<file path="src/sv/csm_pkg.sv">
package csm_pkg;

  localparam int unsigned CACHE_DEPTH = 65536;
  localparam int unsigned ADDR_W      = $clog2(CACHE_DEPTH);
  localparam int unsigned VAL_W       = 64;
  localparam int unsigned CNT_W       = 16;
  localparam int unsigned CFG_W       = 17;
  localparam int unsigned LIM_W       = (CFG_W > ADDR_W + 1) ? CFG_W : ADDR_W + 1;
  localparam int unsigned IN_DATA_W   = 80;

  localparam logic [CFG_W-1:0] CFG_RESET    = CFG_W'(65536);
  localparam logic [VAL_W-1:0] TRIPLE_LIMIT = 64'h5555_5555_5555_5554;

  localparam logic KIND_COMPUTE = 1'b0;
  localparam logic KIND_PRELOAD = 1'b1;

  typedef struct packed {
    logic capture;
    logic preload;
    logic first_rd;
    logic eval;
    logic clr;
    logic out_load;
  } csm_cmd_t;

  typedef struct packed {
    logic kind;
    logic fin;
    logic clr_last;
    logic out_free;
  } csm_status_t;

endpackage

</file>
<file path="src/sv/csm_ctrl.sv">
module csm_ctrl import csm_pkg::*; (
  input  logic        clk_i,
  input  logic        rst_ni,
  input  logic        in_valid_i,
  output logic        in_ready_o,
  input  csm_status_t status_i,
  output csm_cmd_t    cmd_o
);

  localparam logic [2:0] ST_CLEAR = 3'd0;
  localparam logic [2:0] ST_IDLE  = 3'd1;
  localparam logic [2:0] ST_START = 3'd2;
  localparam logic [2:0] ST_EVAL  = 3'd3;
  localparam logic [2:0] ST_OUT   = 3'd4;

  logic [2:0] state_q, state_d;

  always_comb begin
    state_d    = state_q;
    cmd_o      = '0;
    in_ready_o = 1'b0;
    unique case (state_q)
      ST_CLEAR: begin
        cmd_o.clr = 1'b1;
        if (status_i.clr_last) begin
          state_d = ST_IDLE;
        end
      end
      ST_IDLE: begin
        in_ready_o = 1'b1;
        if (in_valid_i) begin
          cmd_o.capture = 1'b1;
          state_d       = ST_START;
        end
      end
      ST_START: begin
        if (status_i.kind == KIND_PRELOAD) begin
          cmd_o.preload = 1'b1;
          state_d       = ST_IDLE;
        end else begin
          cmd_o.first_rd = 1'b1;
          state_d        = ST_EVAL;
        end
      end
      ST_EVAL: begin
        cmd_o.eval = 1'b1;
        if (status_i.fin) begin
          state_d = ST_OUT;
        end
      end
      ST_OUT: begin
        if (status_i.out_free) begin
          cmd_o.out_load = 1'b1;
          state_d        = ST_IDLE;
        end
      end
      default: begin
        state_d = ST_CLEAR;
      end
    endcase
  end

  always_ff @(posedge clk_i or negedge rst_ni) begin
    if (!rst_ni) begin
      state_q <= ST_CLEAR;
    end else begin
      state_q <= state_d;
    end
  end

endmodule

</file>
<file path="config.mk">
export PLATFORM = sky130hd
export DESIGN_NAME = csm_ctrl
export DESIGN_NICKNAME = d
export VERILOG_FILES = /design/src/sv/csm_pkg.sv /design/src/sv/csm_ctrl.sv
export SDC_FILE = /design/constraint.sdc
export NUM_CORES = 1
export LEC_CHECK = 0
export BUFFER_PORTS_ARGS = -buffer_cell sky130_fd_sc_hd__buf_4
export CORE_AREA = 4 4 41 43
export CTS_CLUSTER_SIZE = 28
export DETAILED_ROUTE_END_ITERATION = 10
export DIE_AREA = 0 0 45 47
export HOLD_SLACK_MARGIN = 0.08
export PLACE_DENSITY = 0.42
export SYNTH_ARGS = -nofsm -noshare
export SYNTH_HDL_FRONTEND = slang
export SYNTH_SLANG_ARGS = --single-unit
</file>
<file path="constraint.sdc">
create_clock -name clk_i -period 2.25 [get_ports clk_i]
set_input_delay 0.225 -clock clk_i [delete_from_list [all_inputs] [get_ports clk_i]]
set_output_delay 0.225 -clock clk_i [all_outputs]
set_load 0.02 [all_outputs]
</file>
==> results of run 1 <==
[metrics by stage]
stage                     std cells   util  worst slack, ns  cell area [µm²]
after detailed placement         51  0.253            0.913              329
after CTS                        56  0.281            0.664              365
final                            56  0.281            0.663              365
after global placement           51  0.253             1.01              329
after floorplan                  27      -            0.631              241
after global routing             56  0.281            0.513              365
[cells by family (layout without fill, tap and decap cells)]
logic type | count (synthesis) | after routing | share of synthesized area
mux | 2 | 2 | 0.104
compound gates | 4 | 4 | 0.124
buf+inv | 6 | 20 | 0.150
simple gates | 12 | 12 | 0.311
flops | 3 | 3 | 0.311
[cell usage after synthesis (all sizes together) (2+ instances only)]
| library cell | number |
|---|---|
| nand2 | 2 |
| a211oi | 2 |
| nor3 | 2 |
| dfrtp | 3 |
| inv | 2 |
| nor4b | 2 |
| buf | 4 |
[cells in the final DEF (no fill, tap or decap), drive strengths merged]
cell type / Yosys / routed
a211oi: 2 / 2
dfrtp: 3 / 3
and3: 1 / 1
nor3: 2 / 2
clkbuf: 0 / 4
inv: 2 / 2
nand2: 2 / 2
o21ai: 1 / 1
and2: 1 / 1
nor4b: 2 / 2
mux2: 1 / 1
dlygate4sd3: 0 / 1
nor3b: 1 / 1
a21oi: 1 / 1
or2: 1 / 1
buf: 4 / 13
mux2i: 1 / 1
nor2: 1 / 1
and3b: 1 / 1
[what timing repair did]
item,CTS,global route
hold buffers,1,0
gates resized for setup,0,0
endpoints found under the hold margin,3,0
[worst max path at each step]
| stage | from | to |
|---|---|---|
| after floorplan | state_q[1] | cmd_o[5] |
| after CTS | state_q[0] | cmd_o[5] |
| final | state_q[1] | cmd_o[5] |
| after detailed placement | state_q[0] | cmd_o[5] |
| after global routing | state_q[0] | cmd_o[5] |
| after global placement | state_q[0] | cmd_o[5] |
[cell type report]
type,instances,area (µm²),share of cell area
well taps,15,18.8,0.0514
repair buffers,14,108,0.295
inverters,2,7.51,0.0205
multi-input cells,18,130,0.356
clock buffers,4,26.3,0.0719
flip-flops and latches,3,75.1,0.205
[layer usage]
metal / global-route usage / share of wire / wire length [µm]
met1: 0.0708 / 0.37 / 224
met2: 0.121 / 0.60 / 358
met3: 0.0383 / 0.032 / 19
met4: 0.0702 / 0 / 0
met5: 0 / 0 / 0
[power by group]
| part | internal, mW | switching [mW] |
|---|---|---|
| clock network | 0.0663 | 0.0254 |
| logic | 0.135 | 0.121 |
| registers | 0.0786 | 0.0636 |
| total | 0.280 | 0.210 |
==> impl_metrics.py, run 1 <==
metrics = {
    "outcome": {
        "status": "completed",
    },
    "clock_network": {
        "htreeDepth": 1,
        "cts_made_buffers": 3,
        "cts_tree": "yes",
        "clkSlewWorstSetupHoldPaths_ns": 0.04,
        "cts_root_buffer": "clkbuf_4",
        "insertion_delay_ns": 0.23,
        "cts_sinks": 3,
        "post_cts.repair.setup_buffers": 0,
        "cts_buffer_depth": 2,
    },
    "detailed_routing": {
        "drtIter0Drc": 4,
        "drtPass1Iterations": 4,
        "via_count": 244,
        "viasPerCell": 4.36,
        "routed_wl_um": 601,
        "antenna_left": 0,
        "remaining_drc_errors": 0,
        "routedWlPerCell_um": 10.7,
    },
    "synthesis": {
        "synth_warnings": 0,
        "yosysUniqueCellTypes": 20,
        "synth-edff-count": 0,
        "ys_ff_latch": 3,
        "synth_flop_cell": "dfrtp_1",
        "async_flop_share": 1.00,
        "yosysTopAreaCell": "dfrtp_1",
        "postSynthCellCount": 27,
        "syn_area_um2": 241,
        "avgSynthCellArea_um2": 8.94,
        "synth_top_area_frac": 0.311,
        "synth.area.top_cells": "dfrtp_1, nor4b_1, mux2_4, a211oi_2, buf_6",
        "ys_seq_area_frac": 0.311,
        "syn_nets": 34,
    },
    "die": {
        "die-area_um2": 2120,
        "die_w_um": 45,
        "die_height_um": 47,
        "io_pins": 14,
        "start_util": 0.186,
        "rows": 13,
        "core_area_um2": 1300,
    },
    "timing": {
        "maxSlewViolCount": 0,
        "timing.final.crit_period_ns": 1.59,
        "hold_violations": 0,
        "worstMarginPinSlew_ns": 0.330,
        "setup_viol_count_final": 0,
        "min_period_over_period": 0.705,
        "fmax_ghz": 0.630,
        "clock-skew-final_ns": 0.00156,
        "timing.hold.ws_ns": 0.211,
        "maxSlewHeadroom": 0.780,
        "rsz0062_at_grt": "false",
        "fin_setup_tns_ns": 0,
    },
    "setup_path": {
        "r2r-end": "state_q[0]",
        "reg2reg_slack_ns": 1.02,
        "rr_worst_depth": 3,
        "cp_num_cells": 3,
        "crit_arrival_ns": 1.36,
        "crit_family": "simple AND/OR/NAND/NOR gates",
        "critPathLaunchType": "flip-flop",
        "path_buf_inv": 1,
        "timing.rr.start": "state_q[1]",
        "required_ns": 2.03,
        "cp_max_fo": 10,
        "worst_path_max_delay_cell": "dfrtp_1",
        "end_kind": "output pin",
        "crit_type": "flip-flop to output pin",
        "max_stage_delay_ns": 0.48,
        "crit_chain": "nor3b_1, and2_1, buf_4",
    },
    "cells_and_area": {
        "nFillCells": 152,
        "largest_reg_flops": 3,
        "reg.largest.list": "state_q (3)",
        "final_nets": 49,
        "drive_above_1_share": 0.463,
        "largest_register": "state_q",
        "antenna_cells": 0,
        "area.growth.synth_to_final_pct": 51.3,
    },
    "power": {
        "peakVddDrop_v": 0.000350,
        "p_per_area_nw_per_um2": 1340,
        "power.leakage_nw": 0.179,
        "fin_total_pwr_mw": 0.490,
    },
    "global_route": {
        "grt_overflow": 0,
        "grt_pass1_wl_mm": 1.08,
        "antenna_found_initial": 0,
        "grt_pass1_vias": 248,
        "grt_max_degree": 11,
        "grt_use_total": 0.0759,
    },
    "flow_run": {
        "cap_violations": 0,
    },
    "place": {
        "gp_congestion": 0.742,
        "io_buffer_count": 13,
    },
    "hold_path": {
        "min_delay_path_depth": 2,
        "hold_start": "status_i[0]",
        "min_path_type": "input port to flip-flop",
        "hold_path_end": "state_q[2]",
    },
}
Note: power is estimated with default switching activity, not from simulation.
==> run 2: changes to the inputs <==
Settings changed: ABC_AREA set to 1, PLACE_DENSITY 0.42 to 0.43.
Clock period 2.25 ns to 1.6 ns, I/O delays scaled along.
==> run 2 against run 1 <==
Net effect: area after synthesis up 3.6%; die area is the same; routed wire length is 3.5% higher; largest cell class unchanged; highest routed layer is now met4.
==> impl_metrics.py, run 2 <==
metrics = {
    "power": {
        "pwr-share-comb": 0.588,
        "fin_total_pwr_mw": 0.751,
        "p_clk_frac": 0.183,
        "peakVddDrop_v": 0.000528,
        "pwr-share-seq": 0.229,
        "p_sw_mw": 0.368,
        "power.leakage_nw": 0.234,
        "intPower_mw": 0.383,
        "p_per_area_nw_per_um2": 1900,
        "switching_share": 0.490,
    },
    "setup_path": {
        "r2r-end": "state_q[0]",
        "crit_family": "flip-flops",
        "worst_path_max_delay_cell": "dfrtp_1",
        "path_buf_inv": 2,
        "max_stage_delay_ns": 0.43,
        "cp_num_cells": 5,
        "rr_worst_depth": 6,
        "end_kind": "output pin",
        "required_ns": 1.44,
        "crit_arrival_ns": 1.22,
        "cp-endpoint": "cmd_o[5]",
        "worstSetupStartpoint": "state_q[0]",
        "cpMostUsedCell": "nor2_1",
        "timing.rr.start": "state_q[1]",
        "cp_max_fo": 7,
        "critPathLaunchType": "flip-flop",
        "crit_type": "flip-flop to output pin",
        "crit_chain": "inv_1, nor2_1, nand2_1, nor2_1, buf_4",
        "reg2reg_slack_ns": 0.47,
    },
    "die": {
        "start_util": 0.192,
        "die-area_um2": 2120,
        "rows": 13,
        "die_height_um": 47,
        "die_w_um": 45,
        "core_area_um2": 1300,
        "io_pins": 14,
    },
    "clock_network": {
        "cts_sinks": 3,
        "insertion_delay_ns": 0.24,
        "htreeDepth": 1,
        "cts_made_buffers": 3,
        "cts_root_buffer": "clkbuf_4",
        "clkSlewWorstSetupHoldPaths_ns": 0.04,
        "cts_tree": "yes",
        "cts-resized-gates": 0,
        "cts_buffer_depth": 2,
    },
    "cells_and_area": {
        "largest_reg_flops": 3,
        "layout_common_cells": "buf_4, nand2_1, inv_1",
        "drive_above_1_share": 0.386,
        "area.growth.synth_to_final_pct": 58.0,
        "final_common_cell": "buf_4",
        "reg.largest.list": "state_q (3)",
        "nFillCells": 158,
        "antenna_cells": 0,
        "largest_register": "state_q",
        "final_nets": 65,
    },
    "synthesis": {
        "synth_top_area_frac": 0.300,
        "ys_ff_latch": 3,
        "syn_nets": 47,
        "yosysUniqueCellTypes": 15,
        "synth-xor-area-share": 0,
        "synth-edff-count": 0,
        "synth_top_family_by_area": "simple AND/OR/NAND/NOR gates",
        "synth.area.mux_share": 0,
        "synth.area.top_cells": "dfrtp_1, nand2_1, inv_1, nor2_1, nand3_1",
        "synthSimpleGateAreaFrac": 0.475,
        "ys_seq_area_frac": 0.300,
        "synth_flop_cell": "dfrtp_1",
        "postSynthCellCount": 40,
        "synthTopCellsByCount": "nand2_1, inv_1, nor2_1",
        "avgSynthCellArea_um2": 6.26,
        "async_flop_share": 1.00,
        "syn_area_um2": 250,
        "synth.most_common_cell": "nand2_1",
        "synthAdderAreaFrac": 0,
        "synth-compound-area-share": 0.0600,
        "synth_warnings": 0,
        "yosysTopAreaCell": "dfrtp_1",
    },
    "detailed_routing": {
        "drtIter0Drc": 1,
        "routed_wl_um": 622,
        "viasPerCell": 3.93,
        "antenna_left": 0,
        "drtPass1Iterations": 2,
        "routedWlPerCell_um": 8.64,
        "via_count": 283,
        "remaining_drc_errors": 0,
    },
    "global_route": {
        "grt_overflow": 0,
        "antenna_found_initial": 0,
        "grt_pass1_vias": 231,
        "grt_use_total": 0.0666,
        "grt_max_degree": 8,
        "grt_pass1_wl_um": 924,
    },
    "hold_path": {
        "min_path_type": "input port to flip-flop",
    },
    "place": {
        "io_buffer_count": 13,
        "dp_hpwl_um": 484,
        "pre_cts_slack_ns": 0.447,
        "gp_congestion": 0.689,
    },
    "timing": {
        "worstMarginPinSlew_ns": 0.243,
        "layout_setup_ws_ns": 0.221,
        "setup_viol_count_final": 0,
        "fmax_ghz": 0.725,
        "min_period_over_period": 0.862,
        "maxSlewHeadroom": 0.837,
        "rsz0062_at_grt": "false",
        "hold_violations": 0,
        "fin_setup_tns_ns": 0,
        "timing.final.crit_period_ns": 1.38,
        "clock-skew-final_ns": 0.00235,
        "maxSlewViolCount": 0,
    },
    "outcome": {
        "status": "completed",
    },
    "flow_run": {
        "cap_violations": 0,
    },
}
[run 2: changes by cell type in the layout (fill, tap and decap cells not counted), moves of 2 or more]
cell / before / now
nor4b_1: 2 / 0
nand2_2: 0 / 2
nand2_1: 2 / 9
nand3_1: 0 / 3
inv_1: 2 / 8
nor2_1: 1 / 5
[run 2: per-stage QoR]
stage	hold slack [ns]	cells	utilization	area, µm²
5_1_grt	0.209	72	0.304	395
3_5_place_dp	-0.0488	67	0.276	359
4_1_cts	0.194	72	0.304	395
6_report	0.196	72	0.304	395
3_3_place_gp	-0.0480	67	0.276	359
2_1_floorplan	-0.136	40	-	250
[run 2: area by class of cell]
cell class	instances	area [µm²]	share of cell area
clock buffers	4	26.3	0.0665
inverters	9	33.8	0.0854
multi-input cells	27	134	0.339
flip-flops and latches	3	75.1	0.190
well taps	15	18.8	0.0475
repair buffers	14	108	0.272
[run 2: what timing repair did]
action | CTS | global route
buffers inserted | 0 | 0
endpoints found under the hold margin | 3 | 0
hold buffers | 1 | 0
[run 2: worst min path at each step]
stage	startpoint	endpoint	slack, ns	cells after the start
5_1_grt	status_i[2]	state_q[1]	0.21	4
3_5_place_dp	rst_ni	state_q[1]	-0.05	1
2_1_floorplan	rst_ni	state_q[0]	-0.14	0
6_report	status_i[2]	state_q[1]	0.20	4
3_3_place_gp	rst_ni	state_q[1]	-0.05	1
4_1_cts	status_i[2]	state_q[1]	0.19	4
[run 2: metal layers]
layer  track usage  vias up  wire (µm)
li1              -      156          -
met1        0.0642      118        253
met2        0.0932        7        307
met3        0.0421        2         54
met4        0.0702        0          8
met5             0        -          0
[run 2: worst reg2reg max path, stage by stage, from the launching register on]
cell and delay [ns]:
dfrtp_1 0.44, nand2_1 0.14, nor2_4 0.05, nand2_2 0.07, nand2_2 0.06, o21ai_0 0.19
nand2_1 0.07
[run 2: kinds of logic (layout without fill, tap and decap cells)]
logic type             count (synthesis)  count (layout)
AOI/OAI and AO/OA                      3               3
buffers and inverters                 10              27
DFF                                    3               3
and+or+nand+nor                       24              24
[run 2: power groups by stage]
stage	sequential, mW	combinational (mW)	clock [mW]
after global routing	0.183	0.497	0.153
after CTS	0.173	0.453	0.147
final	0.172	0.442	0.138
after global placement	0.180	0.443	0
after floorplan	0.161	0.312	0
after detailed placement	0.173	0.444	0
==> run 3: changes to the inputs <==
Settings changed: SETUP_SLACK_MARGIN set to 0.3.
==> run 3 against run 2 <==
Net effect: power rose by 18%; critical path type unchanged; critical endpoint is now cmd_o[0]; design area rose by 18%; cell count rose by 2.8%.
==> impl_metrics.py, run 3 (synthesis results as in run 2) <==
metrics = {
    "outcome": {
        "status": "completed",
    },
    "detailed_routing": {
        "routedWlPerCell_um": 8.80,
        "drtPass1Iterations": 3,
        "top_layer": "met3",
        "drtIter0Drc": 2,
        "dr_wl_met3_um": 53,
        "wirelength_met1_um": 301,
        "remaining_drc_errors": 0,
        "routed_wl_um": 651,
        "viasPerCell": 3.95,
        "via_count": 292,
        "wl_met2_um": 296,
        "antenna_left": 0,
    },
    "cells_and_area": {
        "seq_area_um2": 78.8,
        "multiInputGateArea_um2": 173,
        "area.growth.synth_to_final_pct": 86.0,
        "layout_common_cells": "buf_4, nand2_1, inv_1",
        "largest_reg_flops": 3,
        "largest_register": "state_q",
        "antenna_cells": 0,
        "final_util": 0.358,
        "final_nets": 67,
        "final_cells": 74,
        "drive_above_1_share": 0.576,
        "final_common_cell": "buf_4",
        "nFillCells": 149,
        "reg.largest.list": "state_q (3)",
    },
    "setup_path": {
        "path_buf_inv": 1,
        "worst_path_max_delay_cell": "dfrtp_2",
        "max_stage_delay_ns": 0.46,
        "crit_type": "flip-flop to output pin",
        "required_ns": 1.44,
        "crit_family": "flip-flops",
        "critPathLaunchType": "flip-flop",
        "worstSetupStartpoint": "state_q[1]",
        "cp_max_fo": 7,
        "timing.rr.start": "state_q[2]",
        "crit_chain": "nor4_2, buf_4",
        "reg2reg_slack_ns": 0.47,
        "end_kind": "output pin",
        "crit_arrival_ns": 1.13,
    },
    "clock_network": {
        "insertion_delay_ns": 0.23,
        "cts_buffer_depth": 2,
        "cts_root_buffer": "clkbuf_4",
        "cts_tree": "yes",
        "htreeDepth": 1,
        "cts_sinks": 3,
        "cts_made_buffers": 3,
        "clkSlewWorstSetupHoldPaths_ns": 0.04,
    },
    "flow_run": {
        "cap_violations": 0,
    },
    "global_route": {
        "grt_use_total": 0.0696,
        "grt_pass1_vias": 232,
        "grt_overflow": 0,
        "grt_pass1_wl_um": 959,
        "antenna_found_initial": 0,
        "grt_max_degree": 8,
    },
    "die": {
        "die_height_um": 47,
        "die-area_um2": 2120,
        "io_pins": 14,
        "core_area_um2": 1300,
        "die_w_um": 45,
        "rows": 13,
        "start_util": 0.192,
    },
    "power": {
        "fin_total_pwr_mw": 0.889,
        "peakVddDrop_v": 0.000509,
        "p_per_area_nw_per_um2": 1910,
        "power.leakage_nw": 0.243,
    },
    "timing": {
        "timing.final.crit_period_ns": 1.29,
        "fmax_ghz": 0.774,
        "worstMarginPinSlew_ns": 0.201,
        "setup_viol_count_final": 0,
        "hold_violations": 0,
        "rsz0062_at_grt": "true",
        "maxSlewHeadroom": 0.865,
        "maxSlewViolCount": 0,
        "fin_setup_tns_ns": 0,
        "min_period_over_period": 0.807,
        "clock-skew-final_ns": 0.000337,
    },
    "place": {
        "dp.cells": 67,
        "gp_congestion": 0.669,
        "dp_hpwl_um": 469,
        "io_buffer_count": 13,
    },
    "hold_path": {
        "hold_start": "status_i[2]",
        "min_path_type": "input port to flip-flop",
    },
}
==> run 3: cell types whose count changed in the layout (fill, tap and decap cells not counted), sizes merged <==
cell | before | now
buf | 13 | 15
==> run 3: final timing paths <==
kind                                   end  cells after the start
worst max-delay path              cmd_o[0]                      2
worst min-delay path            state_q[1]                      4
worst max register to register  state_q[0]                      5
worst min register to register  state_q[0]                      3
max in group asynchronous       state_q[2]                      2
min in group asynchronous       state_q[0]                      2
==> run 3: cell type report <==
cell class              instances  share of cell area
inverters                       9              0.0833
multi-input cells              27               0.371
clock buffers                   4              0.0565
flip-flops and latches          3               0.169
repair buffers                 16               0.280
well taps                      15              0.0403
==> run 3: metal layers <==
metal	up-vias	global-route usage
met4	0	0.0351
met5	-	0
met2	8	0.0819
li1	163	-
met1	121	0.0866
met3	0	0.0575
==> run 3: per-stage QoR <==
step | hold slack [ns] | worst slack [ns] | area (µm²)
6_report | 0.197 | 0.308 | 465
5_1_grt | 0.207 | 0.247 | 465
4_1_cts | 0.190 | 0.294 | 415
3_5_place_dp | -0.0462 | 0.459 | 365
3_3_place_gp | -0.0476 | 0.461 | 365
2_1_floorplan | -0.136 | 0.462 | 256
==> run 3: repair_timing <==
item                       in CTS  in global routing
setup endpoints to repair       5                  6
hold endpoints to repair        3                  0
resized for setup               5                 11
hold buffers                    1                  0
pin swaps                       2                  3
setup buffers                   1                  1
==> run 3: worst min-delay path, cell delays in order <==
cell and delay [ns]:
buf_4 0.08, inv_1 0.03, nand2_2 0.07, nand2_1 0.05
==> run 3: report_power, final <==
group | total [mW] | leakage, nW | switching [mW] | internal [mW]
sequential | 0.194 | 0.0344 | 0.0758 | 0.118
combinational | 0.561 | 0.194 | 0.314 | 0.248
clock | 0.133 | 0.0150 | 0.0400 | 0.0935
